<file path="src/design/slrs_ram.sv">
// ----------------------------------------------------------------------------
// slrs_ram
// generic single write port, single read port ram with registered read
// ----------------------------------------------------------------------------
module slrs_ram #(
  parameter int WIDTH = 8,
  parameter int DEPTH = 256,
  localparam int AW = (DEPTH > 1) ? $clog2(DEPTH) : 1
) (
  input  logic             clk,
  input  logic             we,
  input  logic [AW-1:0]    waddr,
  input  logic [WIDTH-1:0] wdata,
  input  logic [AW-1:0]    raddr,
  output logic [WIDTH-1:0] rdata
);

  logic [WIDTH-1:0] mem [DEPTH];

  always_ff @(posedge clk) begin
    if (we) begin
      mem[waddr] <= wdata;
    end
    rdata <= mem[raddr];
  end

endmodule

</file>
<file path="config.mk">
export PLATFORM = sky130hd
export DESIGN_NAME = slrs_ram
export DESIGN_NICKNAME = d
export VERILOG_FILES = /design/src/design/slrs_ram.sv
export SDC_FILE = /design/constraint.sdc
export NUM_CORES = 2
export LEC_CHECK = 0
export BUFFER_PORTS_ARGS = -buffer_cell sky130_fd_sc_hd__buf_2
export CAP_MARGIN = 15
export CORE_MARGIN = 2
export CORE_UTILIZATION = 67
export CTS_BUF_LIST = sky130_fd_sc_hd__clkbuf_16
export DETAILED_ROUTE_END_ITERATION = 6
export MAX_ROUTING_LAYER = met4
export PLACE_DENSITY_LB_ADDON = 0.2
export SLEW_MARGIN = 30
export SYNTH_ARGS = -nofsm -noshare
export SYNTH_HDL_FRONTEND = slang
export SYNTH_SLANG_ARGS = --single-unit
</file>
<file path="constraint.sdc">
create_clock -name clk -period 4.3 [get_ports clk]
set_input_delay 1.075 -clock clk [delete_from_list [all_inputs] [get_ports clk]]
set_output_delay 1.075 -clock clk [all_outputs]
set_load 0.02 [all_outputs]
</file>
### Word-level counts from Yosys, hierarchy flattened

Memories as Yosys holds them, arrays and structs flattened. A register that Yosys moved wholly into a read port is not among the register bits.
Cells that the tools add are included.

* memories: 1
* RAM bits: 2048
* bits in registers: 0

* mux-type cells: 2

Memory list
* mem: depth 256, bits a word 8, read ports 1, clocked after Yosys merged registers in 1, write ports 1, line 18 `logic [WIDTH-1:0] mem [DEPTH];`

Operators by type and width (number)
* $mux 1: 2

### Logic depth before layout (Yosys ltp)

* word-level depth: 2
* mapped depth: 11
* gate-level depth less buffers: 6

### Worst setup path after synthesis

No wires, ideal clock.

* kind: input-to-reg
* from: in raddr[0]
* to: reg rdata[2], read port of mem
* stages on the path: 9
* arrival time: 2.882 ns
* library setup time: 0.131 ns
* setup slack: 1.287 ns
* required time: 4.169 ns
* cell sequence: buf_6 buf_12 buf_8 buf_2 mux4_2 a22oi_1 a21oi_1 nor4_1 nor4_2

RTL lines
* start: declaration: line 14 `input logic [AW-1:0] raddr,`
* end: declaration: line 15 `output logic [WIDTH-1:0] rdata`

==> reports/summary.txt <==
Peak VDD IR = 433 uV
Detailed Route Iter0 Violations = 5928
pwr dens = 457 nW/um2
WS Path Type = input pin to flip-flop
Worst Path Arrival = 4.32 ns
CTS Root Cell = clkbuf_16
main combinational cell family by area after synthesis = multiplexers
CTS tree = built
DR WL/cell = 34.6 um
GP Congestion = 0.956
vias in the first global route = 40500
ys async rst share = 0%
leakage power = 0.0281 uW
number of top-level pins = 34
final period utilization = 83.9%
Post-Synth XOR/XNOR Area = 0%
Final Util = 75.5%
clock latency on the worst-skew pair = 0.82 ns
largest cells by area after synthesis = edfxtp_1 77%, mux4_2 13%, mux2i_1 1.7%
largest net degree at the start of global routing = 124
final slew viol count = 0
first-pass GRT wire length = 286000 um
post-synth net total = 3759
Critical Path RT = 5.02 ns
cell area after synthesis = 79600 um2
GR Overflow Total = 0
estimated wirelength of the detail-placed design = 119000 um
Synth top area share = 77.3%
Core ar. = 118000 um2
die area = 122000 um2
initial antenna violation count = 6
Hold Fails Final Rpt = 0
buffers added on ports = 33
Startpoint Class = input pin
DRT Pass-1 Iters = 6
Post-Syn Instances = 3733
Setup Viol. Count Final = 0
fmax = 277 MHz
Initial Utilization = 67.5%
clock-pin slew on the worst setup and hold paths = 0.06 ns
number of routed nets with antenna violations = 0
clock sink total = 2056
multiplexer share of the synthesized area = 14.6%
share of cells above drive strength 1 = 25.4%
DP Cell Count = 5347
DR vias = 40600
Longest Clk Path Bufs = 3
Finished Layout Cells = 5702
CTS H-tree depth = 4
Synth area leader = edfxtp_1
adder-cell share of the synthesized area = 0%
die span in x = 349 um
status = finished clean
most frequent cell after synthesis = edfxtp_1
Die Span Y = 349 um
row count = 126
GR Util All Layers = 34.3%
Slew HR = 26.7%
Setup Buffers After CTS = 0
Synth Register Bits = 2056
Max Clock Skew = 0.0242 ns
sequential area share after synthesis = 77.5%
# Max-Cap Violations = 0
Crit. End Element = flip-flop
Top FF cell, synth = edfxtp_1
sum of negative setup slack = 0 ns
Tightest Hold Check Type = input pin to flip-flop
DR vias/cell = 7.12
Least-Margin Pin Slew = 1.09 ns
hold buffers post-CTS = 0
post_cts resized = 0
Layout area overhead = 11.8%
most instantiated cells after synthesis = 2048 x edfxtp_1, 454 x mux4_2, 282 x nor2_1, 134 x mux2i_1, 133 x a22oi_1
final net count = 4032
Synth Area in Simple Gates = 2.63%
Filler cells = 6117
Mapped Avg Cell Area = 21.3 um2
total power = 40600 uW
Unique masters post-synth = 55
Tmin final = 3.61 ns
Yosys warning total = 0
Crit Path Max Fanout = 21
Synth Area in Compound Gates = 3.42%
wirelength, routed = 197000 um
Num CTS Buffers = 193
DRC Markers = 0
RSZ-0062 raised after global routing = false
Post-synth EDFFs = 2048
-- final timing paths --
path	startpoint	endpoint	slack (ns)	cells past startpoint
max	raddr[0]	rdata[2]	0.69	9
min	wdata[4]	mem[90][4]	0.84	1
max reg2reg	mem[87][2]	rdata[2]	1.30	6
min reg2reg	mem[61][2]	rdata[2]	1.09	7
-- critical path, stage by stage --
cell and delay, ns:
buf_8 0.25, buf_12 0.25, buf_4 0.19, mux4_2 0.53, mux4_2 0.55, nor2b_1 0.20
nor4_1 0.95, buf_4 0.25, nor4_2 0.04
-- cell usage in the layout (no fill, tap or decap), types with 4 or more instances in the layout --
cell        instances
a211oi_1           16
a21oi_1            96
a221oi_1           13
a22o_1              8
a22oi_1           133
and2_1              6
buf_12             37
buf_2              22
buf_4             242
bufinv_16          14
clkbuf_16         201
clkbuf_8            8
clkinv_1           49
clkinv_2           37
clkinvlp_4          7
dfxtp_1             8
diode_2             7
edfxtp_1         2048
inv_1              36
mux2i_1           134
mux4_2            454
nand2_1            33
nand2b_1            8
nand3_1            34
nand4_1            10
nor2_1            277
nor2_2              4
nor2b_1            28
nor3_1             21
nor4_1             21
nor4_2              6
o211ai_1           10
o21ai_0            10
o221ai_1           46
o22a_1              5
o22ai_1            28
o32ai_1             4
or2_2               4
-- metrics by stage --
| stage | hold slack, ns | instance area [um2] | setup slack [ns] |
|---|---|---|---|
| 3_3_place_gp | 1.03 | 82800 | -0.685 |
| 5_1_grt | 0.852 | 89000 | 0.788 |
| 2_1_floorplan | 0.770 | 79600 | 1.29 |
| 3_5_place_dp | 1.05 | 82900 | 0.0590 |
| 4_1_cts | 0.840 | 89000 | 0.864 |
| 6_report | 0.839 | 89000 | 0.692 |
-- sequential cells by signal, indices dropped and copies added, names as in the netlist --
name	cells
mem	2048
rdata	8
-- layer usage --
layer	global-route usage, %	share of wire, %
met5	-	0
met3	7.09	11
met4	12.8	4.2
met1	46.1	35
met2	53.1	49
-- report_power, final --
part	internal, uW	leakage (uW)	switching (uW)
Sequential	22100	0.0185	39.0
Clock	9240	0.00311	7180
Combinational	739	0.00653	1350
Total	32100	0.0281	8570
-- kinds of logic after synthesis --
group / Yosys count
AND/OR/NAND/NOR: 466
AO/OA/AOI/OAI: 385
multiplexers: 591
flip-flops: 2056
buffers and inverters: 235
-- layout make-up --
cell class / count / area [um2] / share of cell area, %
sequential: 2056 / 61700 / 69.3
multi-input combinational: 1442 / 16500 / 18.5
clock buffer: 201 / 5030 / 5.65
timing repair buffer: 311 / 2810 / 3.16
tap: 1536 / 1920 / 2.16
clock inverter: 147 / 1040 / 1.17
antenna: 7 / 17.5 / 0.0197
inverter: 2 / 7.51 / 0.00844
No activity file was read; power rests on OpenSTA's default activity.
